### src/hdl/assert_macros.svh
// assertion macros used by the top-level rtl file
`ifndef ASSERT_MACROS_SVH
`define ASSERT_MACROS_SVH

// same-cycle implication, checked out of reset
`define ASSERT_IMPLIES(label, a, b) \
    label: assert property (@(posedge clk) disable iff (!rst_n) (a) |-> (b)) \
        else $error("assertion failed: same-cycle implication");

// next-cycle implication, checked out of reset
`define ASSERT_NEXT(label, a, b) \
    label: assert property (@(posedge clk) disable iff (!rst_n) (a) |=> (b)) \
        else $error("assertion failed: next-cycle implication");

`endif

### src/hdl/mvm_pkg.sv
// types and constants of the matrix-vector multiply block
`default_nettype none

package mvm_pkg;

    localparam int MAX_COLUMNS = 256;
    localparam int IDX_W       = (MAX_COLUMNS > 1) ? $clog2(MAX_COLUMNS) : 1;
    localparam int LEN_W       = 9;
    localparam int CNT_W       = $clog2(MAX_COLUMNS + 1);
    localparam int EFF_W       = (LEN_W > CNT_W) ? LEN_W : CNT_W;
    localparam int DATA_W      = 32;
    localparam int ROW_W       = 16;

    localparam int QUEUE_DEPTH = 4;
    localparam int QPTR_W      = $clog2(QUEUE_DEPTH);
    localparam int QCNT_W      = $clog2(QUEUE_DEPTH + 1);

    localparam logic OP_LOAD   = 1'b0;
    localparam logic OP_MATRIX = 1'b1;

    typedef struct packed {
        logic                     operation;
        logic signed [DATA_W-1:0] value;
    } mvm_in_t;

    typedef struct packed {
        logic signed [DATA_W-1:0] row_result;
        logic [ROW_W-1:0]         row_number;
    } mvm_out_t;

    typedef struct packed {
        logic [DATA_W-1:0] value;
        logic [DATA_W-1:0] vec;
        logic              last;
        logic [ROW_W-1:0]  row;
    } mvm_entry_t;

    typedef struct packed {
        logic       valid;
        mvm_entry_t entry;
    } mvm_push_t;

    typedef struct packed {
        logic              empty;
        logic [QCNT_W-1:0] count;
    } mvm_q_status_t;

endpackage

`default_nettype wire

### src/hdl/mvm_queue.sv
// short queue between front and back
`default_nettype none

module mvm_queue (
    input  wire logic                   clk,
    input  wire logic                   rst_n,
    input  wire mvm_pkg::mvm_push_t     push,
    input  wire logic                   pop,
    output mvm_pkg::mvm_entry_t         head,
    output mvm_pkg::mvm_q_status_t      status
);

    mvm_pkg::mvm_entry_t         entries [mvm_pkg::QUEUE_DEPTH];
    logic [mvm_pkg::QPTR_W-1:0]  wr_ptr_reg, rd_ptr_reg;
    logic [mvm_pkg::QCNT_W-1:0]  count_reg, count_next;

    always_comb
    begin
        count_next = count_reg;
        if (push.valid && !pop)
        begin
            count_next = count_reg + mvm_pkg::QCNT_W'(1);
        end
        else if (pop && !push.valid)
        begin
            count_next = count_reg - mvm_pkg::QCNT_W'(1);
        end
    end

    always_ff @(posedge clk or negedge rst_n)
    begin
        if (!rst_n)
        begin
            wr_ptr_reg <= '0;
            rd_ptr_reg <= '0;
            count_reg  <= '0;
        end
        else
        begin
            if (push.valid)
            begin
                wr_ptr_reg <= (wr_ptr_reg == mvm_pkg::QPTR_W'(mvm_pkg::QUEUE_DEPTH - 1))
                              ? '0 : wr_ptr_reg + mvm_pkg::QPTR_W'(1);
            end
            if (pop)
            begin
                rd_ptr_reg <= (rd_ptr_reg == mvm_pkg::QPTR_W'(mvm_pkg::QUEUE_DEPTH - 1))
                              ? '0 : rd_ptr_reg + mvm_pkg::QPTR_W'(1);
            end
            count_reg <= count_next;
        end
    end

    always_ff @(posedge clk)
    begin
        if (push.valid)
        begin
            entries[wr_ptr_reg] <= push.entry;
        end
    end

    assign head         = entries[rd_ptr_reg];
    assign status.empty = (count_reg == '0);
    assign status.count = count_reg;

endmodule

`default_nettype wire

### config.mk
export PLATFORM = sky130hd
export DESIGN_NAME = mvm_queue
export DESIGN_NICKNAME = d
export VERILOG_FILES = /design/src/hdl/assert_macros.svh /design/src/hdl/mvm_pkg.sv /design/src/hdl/mvm_queue.sv
export SDC_FILE = /design/constraint.sdc
export NUM_CORES = 1
export LEC_CHECK = 0
export BUFFER_PORTS_ARGS = -buffer_cell sky130_fd_sc_hd__buf_2
export CELL_PAD_IN_SITES_DETAIL_PLACEMENT = 0
export CELL_PAD_IN_SITES_GLOBAL_PLACEMENT = 1
export CORE_UTILIZATION = 50
export DETAILED_ROUTE_END_ITERATION = 6
export PLACE_DENSITY_LB_ADDON = 0.1
export SETUP_SLACK_MARGIN = 0.02
export SLEW_MARGIN = 20
export SYNTH_ARGS = -nofsm -noshare
export SYNTH_HDL_FRONTEND = slang
export SYNTH_SLANG_ARGS = --single-unit
### constraint.sdc
create_clock -name clk -period 3.6 [get_ports clk]
set_input_delay 0.18 -clock clk [delete_from_list [all_inputs] [get_ports clk]]
set_output_delay 0.18 -clock clk [all_outputs]
set_load 0.03 [all_outputs]
* Word-level counts from Yosys, hierarchy flattened
Memory sizes are Yosys's and may differ from the RTL's.
Index checks and enable logic that the tools add are counted.
W data, S select, Z words.
** Storage, ports and cells
- Memories kept :: 1
- Memory bits (writable) :: 324
- Output and inout port bits :: 85
- Bits in registers :: 7
** Memories
- entries :: depth 4, width 81, rd ports 1, clocked after memory_dff 0, wr ports 1, line mvm_queue.sv:13 : mvm_pkg::mvm_entry_t entries [mvm_pkg::QUEUE_DEPTH];
** Cells by class
- Reductions and logical operators :: 6
- Equality and inequality tests :: 2
- Add/subtract/negate cells :: 4
- Mux-type cells :: 6
** Operators by type and width (number)
- $mux W3 :: 2
- $add A2 B1 Y2 const B :: 2
- $eq A2 B2 Y1 const B :: 2
- $mux W2 :: 2
- $add A3 B1 Y3 const B :: 1
- $logic_not A3 Y1 :: 1
- $sub A3 B1 Y3 const B :: 1
- $logic_and A1 B1 Y1 :: 2
- $logic_not A1 Y1 :: 2
- $mux W1 :: 2
- $reduce_bool A2 Y1 :: 1

* Logic depth before layout (Yosys ltp)
- Word-level depth :: 4
- Gate-level depth with buffers :: 7
- Mapped depth without buffers :: 7

* Worst setup path before layout
OpenSTA, ideal clock, no wires.
- Path kind :: register to register
- Start :: reg wr_ptr_reg[0] (netlist bit)
- End :: mem entries[0][0] (netlist bit) (enable)
- Setup slack :: 0.643 ns
- Path buffers :: 0
- Stages on the path, launching flop included :: 4
- Arrival :: 2.509 ns
- Cell sequence :: dfrtp_1 -> inv_1 -> ha_1 -> and2_1
** RTL lines
- start, declared :: line mvm_queue.sv:14 : logic [mvm_pkg::QPTR_W-1:0] wr_ptr_reg, rd_ptr_reg;
- start signal, assigned :: line mvm_queue.sv:42 : wr_ptr_reg <= (wr_ptr_reg == mvm_pkg::QPTR_W'(mvm_pkg::QUEUE_DEPTH - 1))
- end, declared :: line mvm_queue.sv:13
No word-level cell before the write port.

==> flow_summary.ini <==
[clocking]
cts_inserted_buffers = 35
clockBufferDepth = 3
cts_tree = yes
cts_sinks = 331
root_buffer = clkbuf_16
post_cts_buffers = 0
cts_resized = 0
worstSkewPairLatency_ns = 0.49
clkSlewWorstSetupHoldPaths_ns = 0.06
cts.hold.buffers_added = 84
htreeDepth = 2

[die]
start_util_pct = 51.2
design.core.area_um2 = 23600
dieArea_um2 = 24800
chipWidth_um = 158
rows = 56
num_io_pins = 170
die_h_um = 158

[setup_path]
worst-path-buf-inv = 2
path_class = reg -> out
crit_path_start = rd_ptr_reg[0]
crit_slowest_cell = dfrtp_4
cp_max_fo = 37
reg2reg_from = wr_ptr_reg[0]
slowest_delay_ns = 0.94
crit_chain = buf_12 -> mux4_2 -> buf_2
cp.arrival_ns = 2.56
required_ns = 3.42
crit_family = flip-flops
worstSetupEndpointType = output port
cp-start-kind = flip-flop

[finish]
antenna_cells = 0
finalNetCount = 830
drive_above_1_share_pct = 40.9
area_growth_pct = 26.6
num-fill-cells = 1640
largest_register_ffs = 324

[route]
drc = 0
dr.pass1.iters = 4
wirelength_um = 21500
vias = 5690
avgViaCountPerCell = 5.27
drt_iter0_markers = 339
antenna_left = 0
wl_per_cell_um = 19.9

[yosys]
synth.cell_area_um2 = 12100
synth_top_family_by_area = multiplexers
synthArstFlopShare_pct = 2.11
synth-seq-cells = 331
synthSimpleGateAreaFrac_pct = 0.414
yosysTopAreaCellShare_pct = 80.4
netlist_instances = 459
yosys.cell_types.count = 18
synthXorXnorAreaFrac_pct = 0.217
ys_seq_area_share_pct = 81.9
synth-edff-count = 324
synth_top_cell_by_area = edfxtp_1
syn-mean-instance-area_um2 = 26.4
ys_warn_count = 0
synth.most_common_cell = edfxtp_1
synth_fa_ha_area_share_pct = 0.786
synth_area_leaders = edfxtp_1 80%, mux4_2 15%, dfrtp_1 1.4%
synth_compound_area_share_pct = 0.145
ys_top_cells_by_count = 324 x edfxtp_1, 81 x mux4_2, 9 x buf_2
synth_flop_cell = edfxtp_1
synth_fp_nets = 551
synth_mux_area_share_pct = 15.3

[timing]
relSlewSlack_pct = 47.6
drv_slew = 0
setup_viol = 0
rsz0062_at_grt = false
period_share_pct = 76.2
clock_skew_ns = 0.0106
max_freq_ghz = 0.365
timing.hold.ws_ns = 0.0428
hold_violations = 0
final.setup.tns_ns = 0
tightest_slew_ns = 0.786
min_period_ns = 2.74

[worst_hold_path]
hp-class = in -> async

[power]
p_switching_mw = 4.01
internal_power_mw = 8.55
power_density_nw_per_um2 = 820
leakagePower_nw = 5.31
sw_frac_of_total_pct = 31.9
power_frac_comb_pct = 30.3
ir_drop_uv = 581
p_seq_share_pct = 42.1
p_clk_share_pct = 27.6

[global_routing]
grt_pass1_vias = 6148
grt_pass1_wl_um = 33500
grt_overflow_total = 0
grt_usage_pct = 18.2
grt_max_degree = 45
antenna_found_initial = 0

[placement]
io_buffer_count = 169
dp_hpwl_um = 12300
place_congestion = 0.671

[run_status]
status = complete, no violations

[job]
cap_violations = 0
[worst reg2reg max path: cells and delay by family, from the launching register on]
kind          cells  cell delay [ns]
flops             1             0.41
simple gates      1             0.56
buf+inv           2             0.51
fa+ha+maj         1             0.17
[final timing paths]
check | endpoint | slack (ns) | cells after the start
hold reg to reg | count_reg[2] | 0.52 | 1
max in group asynchronous | rd_ptr_reg[0] | 3.38 | 2
min in group clk | entries[2][32] | 0.44 | 2
hold / removal | rd_ptr_reg[1] | 0.04 | 2
setup reg to reg | entries[0][12] | 1.62 | 4
setup / recovery | head[37] | 0.86 | 3
[power groups by stage]
stage          registers [mW]  clock network, mW  logic (mW)
6_report                 5.29               3.46        3.81
3_5_place_dp             5.39                  0        3.81
2_1_floorplan            5.20                  0        2.92
3_3_place_gp             5.35                  0        3.80
4_1_cts                  5.31               3.56        3.90
5_1_grt                  5.38               3.68        4.08
[final cells by class]
| cell class | count | area [um^2] | share of cell area, % |
|---|---|---|---|
| clock buffers | 49 | 991 | 6.47 |
| flip-flops and latches | 331 | 9910 | 64.7 |
| repair buffers | 260 | 1830 | 11.9 |
| inverters | 4 | 15.0 | 0.0980 |
| multi-input cells | 106 | 2050 | 13.4 |
| well taps | 319 | 399 | 2.61 |
| clock inverters | 11 | 131 | 0.857 |
[metal layers]
metal / vias to the layer above / global-route usage [%] / wire length (um)
met5: - / 0 / 0
met4: 0 / 5.09 / 399
met2: 146 / 31.5 / 11000
li1: 2536 / - / -
met3: 37 / 4.90 / 1320
met1: 2971 / 22.6 / 8740
[placed cells by master (no fill, tap or decap), types with 5 or more instances in the layout]
cell type      instances
ha_1                   6
buf_12                 7
edfxtp_1             324
buf_2                169
dfrtp_1                5
clkbuf_1              10
mux4_2                81
clkbuf_16             37
dlygate4sd3_1         84
[cells by family after synthesis]
family | Yosys count
AOI/OAI and AO/OA | 3
xor gates and xnor gates | 3
adders and majority gates | 7
buffers and inverters | 22
DFF | 331
muxes | 83
and+or+nand+nor | 10
[per-stage QoR]
stage	cells	worst slack, ns	util (%)	area, um^2	total power, mW
2_1_floorplan	459	0.643	-	12100	8.12
3_3_place_gp	936	1.31	56.6	13400	9.15
3_5_place_dp	936	1.29	56.6	13400	9.20
4_1_cts	1080	0.751	64.9	15300	12.8
5_1_grt	1080	0.658	64.9	15300	13.1
6_report	1080	0.858	64.9	15300	12.6
Note: power is estimated with default switching activity, not from simulation.
