===== src/hdl/assert_macros.svh =====
// assertion macros used by the top-level rtl file
`ifndef ASSERT_MACROS_SVH
`define ASSERT_MACROS_SVH

// same-cycle implication, checked out of reset
`define ASSERT_IMPLIES(label, a, b) \
    label: assert property (@(posedge clk) disable iff (!rst_n) (a) |-> (b)) \
        else $error("assertion failed: same-cycle implication");

// next-cycle implication, checked out of reset
`define ASSERT_NEXT(label, a, b) \
    label: assert property (@(posedge clk) disable iff (!rst_n) (a) |=> (b)) \
        else $error("assertion failed: next-cycle implication");

`endif


===== src/hdl/mvm_pkg.sv =====
// types and constants of the matrix-vector multiply block
`default_nettype none

package mvm_pkg;

    localparam int MAX_COLUMNS = 256;
    localparam int IDX_W       = (MAX_COLUMNS > 1) ? $clog2(MAX_COLUMNS) : 1;
    localparam int LEN_W       = 9;
    localparam int CNT_W       = $clog2(MAX_COLUMNS + 1);
    localparam int EFF_W       = (LEN_W > CNT_W) ? LEN_W : CNT_W;
    localparam int DATA_W      = 32;
    localparam int ROW_W       = 16;

    localparam int QUEUE_DEPTH = 4;
    localparam int QPTR_W      = $clog2(QUEUE_DEPTH);
    localparam int QCNT_W      = $clog2(QUEUE_DEPTH + 1);

    localparam logic OP_LOAD   = 1'b0;
    localparam logic OP_MATRIX = 1'b1;

    typedef struct packed {
        logic                     operation;
        logic signed [DATA_W-1:0] value;
    } mvm_in_t;

    typedef struct packed {
        logic signed [DATA_W-1:0] row_result;
        logic [ROW_W-1:0]         row_number;
    } mvm_out_t;

    typedef struct packed {
        logic [DATA_W-1:0] value;
        logic [DATA_W-1:0] vec;
        logic              last;
        logic [ROW_W-1:0]  row;
    } mvm_entry_t;

    typedef struct packed {
        logic       valid;
        mvm_entry_t entry;
    } mvm_push_t;

    typedef struct packed {
        logic              empty;
        logic [QCNT_W-1:0] count;
    } mvm_q_status_t;

endpackage

`default_nettype wire


===== src/hdl/mvm_back.sv =====
// back end: multiply, accumulate, output register
`default_nettype none

module mvm_back (
    input  wire logic                   clk,
    input  wire logic                   rst_n,
    input  wire mvm_pkg::mvm_entry_t    head,
    input  wire mvm_pkg::mvm_q_status_t q_status,
    output logic                        pop,
    output logic                        out_valid,
    input  wire logic                   out_stall,
    output mvm_pkg::mvm_out_t           out_word
);

    logic                       mul_valid_reg, mul_valid_next;
    logic [mvm_pkg::DATA_W-1:0] prod_reg;
    logic                       mul_last_reg;
    logic [mvm_pkg::ROW_W-1:0]  mul_row_reg;
    logic [mvm_pkg::DATA_W-1:0] sum_reg, sum_next;
    logic [mvm_pkg::DATA_W-1:0] acc;
    logic                       out_valid_reg, out_valid_next;
    mvm_pkg::mvm_out_t          out_word_reg;
    logic                       mul_advance, finish;

    // a finished row waits only for a free output register
    assign mul_advance = !mul_valid_reg || !mul_last_reg || !out_valid_reg || !out_stall;
    assign pop         = !q_status.empty && mul_advance;
    assign finish      = mul_valid_reg && mul_last_reg && mul_advance;
    assign acc         = sum_reg + prod_reg;

    always_comb
    begin
        mul_valid_next = mul_valid_reg;
        if (pop)
        begin
            mul_valid_next = 1'b1;
        end
        else if (mul_advance)
        begin
            mul_valid_next = 1'b0;
        end

        sum_next = sum_reg;
        if (mul_valid_reg && mul_advance)
        begin
            sum_next = mul_last_reg ? '0 : acc;
        end

        out_valid_next = out_valid_reg;
        if (finish)
        begin
            out_valid_next = 1'b1;
        end
        else if (!out_stall)
        begin
            out_valid_next = 1'b0;
        end
    end

    always_ff @(posedge clk or negedge rst_n)
    begin
        if (!rst_n)
        begin
            mul_valid_reg <= 1'b0;
            sum_reg       <= '0;
            out_valid_reg <= 1'b0;
        end
        else
        begin
            mul_valid_reg <= mul_valid_next;
            sum_reg       <= sum_next;
            out_valid_reg <= out_valid_next;
        end
    end

    always_ff @(posedge clk)
    begin
        if (pop)
        begin
            prod_reg     <= mvm_pkg::DATA_W'(head.value * head.vec);
            mul_last_reg <= head.last;
            mul_row_reg  <= head.row;
        end
        if (finish)
        begin
            out_word_reg.row_result <= acc;
            out_word_reg.row_number <= mul_row_reg;
        end
    end

    assign out_valid = out_valid_reg;
    assign out_word  = out_word_reg;

endmodule

`default_nettype wire


===== config.mk =====
export PLATFORM = sky130hd
export DESIGN_NAME = mvm_back
export DESIGN_NICKNAME = d
export VERILOG_FILES = /design/src/hdl/assert_macros.svh /design/src/hdl/mvm_pkg.sv /design/src/hdl/mvm_back.sv
export SDC_FILE = /design/constraint.sdc
export NUM_CORES = 1
export LEC_CHECK = 0
export BUFFER_PORTS_ARGS = -buffer_cell sky130_fd_sc_hd__buf_4
export CORE_MARGIN = 10
export CORE_UTILIZATION = 31
export CTS_BUF_LIST = sky130_fd_sc_hd__clkbuf_2 sky130_fd_sc_hd__clkbuf_4 sky130_fd_sc_hd__clkbuf_8
export DETAILED_ROUTE_END_ITERATION = 16
export GPL_ROUTABILITY_DRIVEN = 0
export PLACE_DENSITY = 0.53
export SETUP_SLACK_MARGIN = 0.2
export SYNTH_ARGS = -nofsm -noshare
export SYNTH_HDL_FRONTEND = slang
export SYNTH_SLANG_ARGS = --single-unit

===== constraint.sdc =====
create_clock -name clk -period 3.9 [get_ports clk]
set_input_delay 0.585 -clock clk [delete_from_list [all_inputs] [get_ports clk]]
set_output_delay 0.585 -clock clk [all_outputs]
set_load 0.01 [all_outputs]

Yosys cells after proc, flatten, opt, wreduce, memory -nomap -nowiden
Cells that the tools add are included.
{"block": "op_classes", "n_mux": 5, "n_eq_ne": 1, "addsub": 1, "multipliers": 1, "n_reduce_logical": 13}
{"op": "$add 32x32->32", "count": 1}
{"op": "$mul 32x32->32", "count": 1}
{"op": "$mux 32", "count": 1}
{"op": "$logic_not 1->1", "count": 5}
{"op": "$logic_and 1x1->1", "count": 4}
{"op": "$mux 1", "count": 4}
{"op": "$logic_or 1x1->1", "count": 3}
{"op": "$ne 2x1->1 const B", "count": 1}
{"op": "$reduce_bool 2->1", "count": 1}
{"block": "totals", "input_bits": 88, "output_inout_bits": 50, "word_cells": 29, "regBits": 131}

Longest topological paths before layout
{"block": "depth", "word_depth": 6, "ltp_mapped": 30, "mapped_depth_nobuf": 28}

Least setup slack after synthesis
Ideal clock, no wire load.
{"block": "synth_path", "kind": "input -> register", "startpoint": "input port head[19] (netlist bit)", "endpoint": "register prod_reg[29] (netlist bit) (data pin)", "stages": 27, "setup_ps": 258, "t_required_ps": 3642, "path_slack_ps": -3547, "t_arrival_ps": 7189, "path_buffers": 2, "cell_sequence": "clkbuf_1 -> clkbuf_1 -> and2_1 -> fa_1 -> inv_1 -> fa_1 -> fa_1 -> fa_1 -> inv_1 -> fa_1 -> inv_1 -> fa_1 -> inv_1 -> fa_1 -> fa_1 -> ha_1 -> a21o_1 -> a21o_1 -> a21oi_1 -> o21ai_1 -> a221o_1 -> a31o_2 -> a21oi_1 -> nor2b_1 -> o21ai_1 -> nor2b_1 -> xnor2_1"}
{"block": "synth_via", "elab_chain_cells": 1}
{"element": "start, declared", "line_no": "mvm_back.sv:7", "text": "input wire mvm_pkg::mvm_entry_t head,"}
{"element": "$mul 32x32->32", "line_no": "mvm_back.sv:80", "text": "prod_reg <= mvm_pkg::DATA_W'(head.value * head.vec);"}
{"element": "end signal, assigned", "line_no": "mvm_back.sv:80"}
{"element": "end, declared", "line_no": "mvm_back.sv:16", "text": "logic [mvm_pkg::DATA_W-1:0] prod_reg;"}
Every way passes these cells.
A chain may end at the register's enable or synchronous reset.

Worst setup path in the final report
{"block": "layout_path", "startpoint": "input port head[22] (netlist bit)", "endpoint": "register prod_reg[29] (netlist bit) (data pin)"}
Same word-level chain as after synthesis.

==> metrics.md <==
| Metric | Value |
|---|---|
| Outcome | complete, but fails checks |
| Failing checks | negative setup slack |
| PortBufs | 134 |
| Area delta synth->final | 25.42% |
| Final Hold Fails | 0 |
| Post-synthesis async set-or-reset flop share | 25.95% |
| Global route overflow | 0 |
| DIE AREA | 0.07915 mm2 |
| Initial Util | 31.42% |
| Synthesized Nets | 2,771 |
| Setup ws final | -2.895 ns |
| Number of global-route vias before repair | 17,030 |
| Vias per Instance | 4.545 |
| Clk pin slew, worst setup/hold paths | about 0.08 ns |
| Nature of the critical path endpoint | flop |
| Min-delay worst type | in2async |
| Largest cells by area after synthesis | fa_1 (39%), edfxtp_1 (14%), ha_1 (9.1%), and2_1 (8.0%), inv_1 (7.1%) |
| Chip width | 281.3 um |
| Syn Area/Cell | between 9 and 10 um2 |
| Sink Count | approximately 130 |
| Leading area contributor after synthesis | fa_1 |
| Cell Rows | 95 |
| Drt wl/cell | around 18 um |
| Drt pass-1 iters | 5 |
| Final ANT Viol Nets | 0 |
| Via count | 15,070 |
| Crit path arrival time | 6.99 ns |
| Final wirelength | 58.41 mm |
| Max frequency | 0.1472 GHz |
| Max FFs per register | 48 |
| Hold Buf Count CTS | 0 |
| Post-Synthesis Cells | 2,120 |
| CP Class | in2reg |
| Bufs on Longest Clock Path | 2 |
| Slew Viols, Final | 0 |
| Root buf cell | clkbuf_8 |
| Critical Path Fanout Max | 8 |
| Crit path time final | between 6 and 7 ns |
| Layout cells sized above 1 | between 20% and 30% |
| Number of CTS-inserted buffers | 17 |
| Most frequent cells in the layout | inv_1 (382), fa_1 (382), buf_4 (312), nand2_1 (280), and2_1 (248) |
| RSZ-0062 raised after global routing | yes |
| Post-synthesis register bit count | between 100 and 150 |
| Fin crit share | 174.2% |
| Antenna cells | 0 |
| Fin nets | 3,081 |
| Worst slew margin | 61.75% |
| Netlist Area Pre-Place | 0.02117 mm2 |
| Final Core Density | 39.40% |
| Post-DP HPWL | a little under 50 mm |
| Slew @ Worst Pin | 0.5737 ns |
| CTS H-tree depth | 4 |
| GRT Util Overall | 15.10% |
| Area fraction of the dominant cell type after synthesis | 38.67% |
| Post-synthesis sequential area ratio | 17.78% |
| Post-synth EDFFs | between 90 and 100 |
| Core area | roughly 0.067 mm2 |
| Insertion delay to the later sink of the worst-skew pair | 0.43 ns |
| Post-synthesis cell type count | 50 |
| Most used DFF post-synth | edfxtp_1 |
| Die height | 281.3 um |
| First-pass GRT wire length | 94.24 mm |
| Synth warnings | 0 |
| Max Cap Viol | 0 |
| CTS tree | yes |
| CP required | 4.10 ns |
| Critical Path Start Type | input port |
| Drt initial violations | 668 |
| Initial antenna violation count | 2 |
| Fillcell total | roughly 6,500 |
| DRC | 0 |
| Setup violators final | 26 |
| Largest net degree at the start of global routing | 45 |
| Boundary Pins | ~140 |
| Layout Skew | 0.01406 ns |
## metrics by stage
| step | cell area, um2 | worst slack, ns | TNS (ns) | std cells | hold WS (ns) |
|---|---|---|---|---|---|
| floorplan | 21530 | -3.220 | -54.36 | 2120 | 0.2894 |
| finish | 26550 | -2.895 | -52.55 | 3316 | 0.1017 |
| detailed placement | 24860 | -3.722 | -67.47 | 3242 | 0.4054 |
| CTS | 26290 | -2.841 | -50.74 | 3309 | 0.09780 |
| global placement | 24860 | -3.554 | -65.87 | 3242 | 0.4010 |
| global route | 26550 | -3.122 | -56.94 | 3316 | 0.1135 |
## cell families after synthesis
kind of cell | share of synthesized area, %
compound gates | 5.927
simple gates | 14.96
buf+inv | 8.817
xor+xnor | 4.751
flops | 17.78
fa+ha+maj | 47.77
## worst max-delay path, stage by stage
cell,delay (ns)
buf_12,0.12
and2_4,0.16
fa_1,0.57
fa_1,0.45
fa_1,0.51
inv_2,0.04
fa_1,0.55
inv_1,0.06
fa_1,0.49
inv_2,0.04
fa_1,0.48
inv_2,0.04
fa_1,0.51
fa_1,0.46
ha_4,0.26
a21o_1,0.16
a21o_1,0.17
a21oi_2,0.16
o21ai_2,0.08
a221o_1,0.31
a31o_2,0.22
a21oi_2,0.13
nor2b_1,0.06
o21ai_1,0.14
nor2b_2,0.17
xnor2_1,0.07
## worst paths after layout
kind / from / endpoint / slack [ns] / depth (start not counted)
max in group asynchronous: rst_n / sum_reg[29] / 3.44 / 1
max reg2reg: prod_reg[0] / sum_reg[30] / 0.37 / 16
max: head[22] / prod_reg[29] / -2.90 / 26
min reg2reg: mul_row_reg[15] / out_word[15] / 0.42 / 0
min in group clk: head[12] / mul_row_reg[12] / 0.33 / 1
min: rst_n / sum_reg[3] / 0.10 / 1
## cell type report
type                            count  area (um2)  area share [%]
Clock buffer                       19       255.2          0.9612
Clock inverter                     13       160.2          0.6031
Inverter                          403        1515           5.706
Multi-Input combinational cell   1492       16400           61.78
Sequential cell                   131        3764           14.17
Tap cell                          873        1092           4.113
Timing Repair Buffer              385        3363           12.67
## cells in the mapped netlist (14+ instances only)
| master | n |
|---|---|
| clkbuf_1 | 93 |
| nand3_1 | 14 |
| xnor2_1 | 88 |
| o21ai_0 | 17 |
| edfxtp_1 | 97 |
| fa_1 | 409 |
| dfrtp_1 | 34 |
| ha_1 | 154 |
| xor2_1 | 25 |
| inv_1 | 403 |
| and2_1 | 272 |
| nand2_1 | 283 |
| a21oi_1 | 56 |
| a22o_1 | 25 |
| a21o_1 | 32 |
| nor2_1 | 31 |
## what timing repair did
item | CTS | global route
resized for setup | 178 | 52
endpoints found under the setup margin | 26 | 29
cloned | 2 | 0
pin swaps | 108 | 42
setup buffers | 33 | 7
## routing by layer
metal | track usage [%] | vias to the layer above | wire length [um]
li1 | - | 7045 | -
met1 | 20.14 | 7626 | 26590
met2 | 25.29 | 348 | 27250
met3 | 2.447 | 52 | 3329
met4 | 3.716 | 0 | 1244
met5 | 0 | - | 0
Power is left out: the tool's default activity adds up to more than one toggle a clock period on the data nets, which glitch-free logic cannot reach.
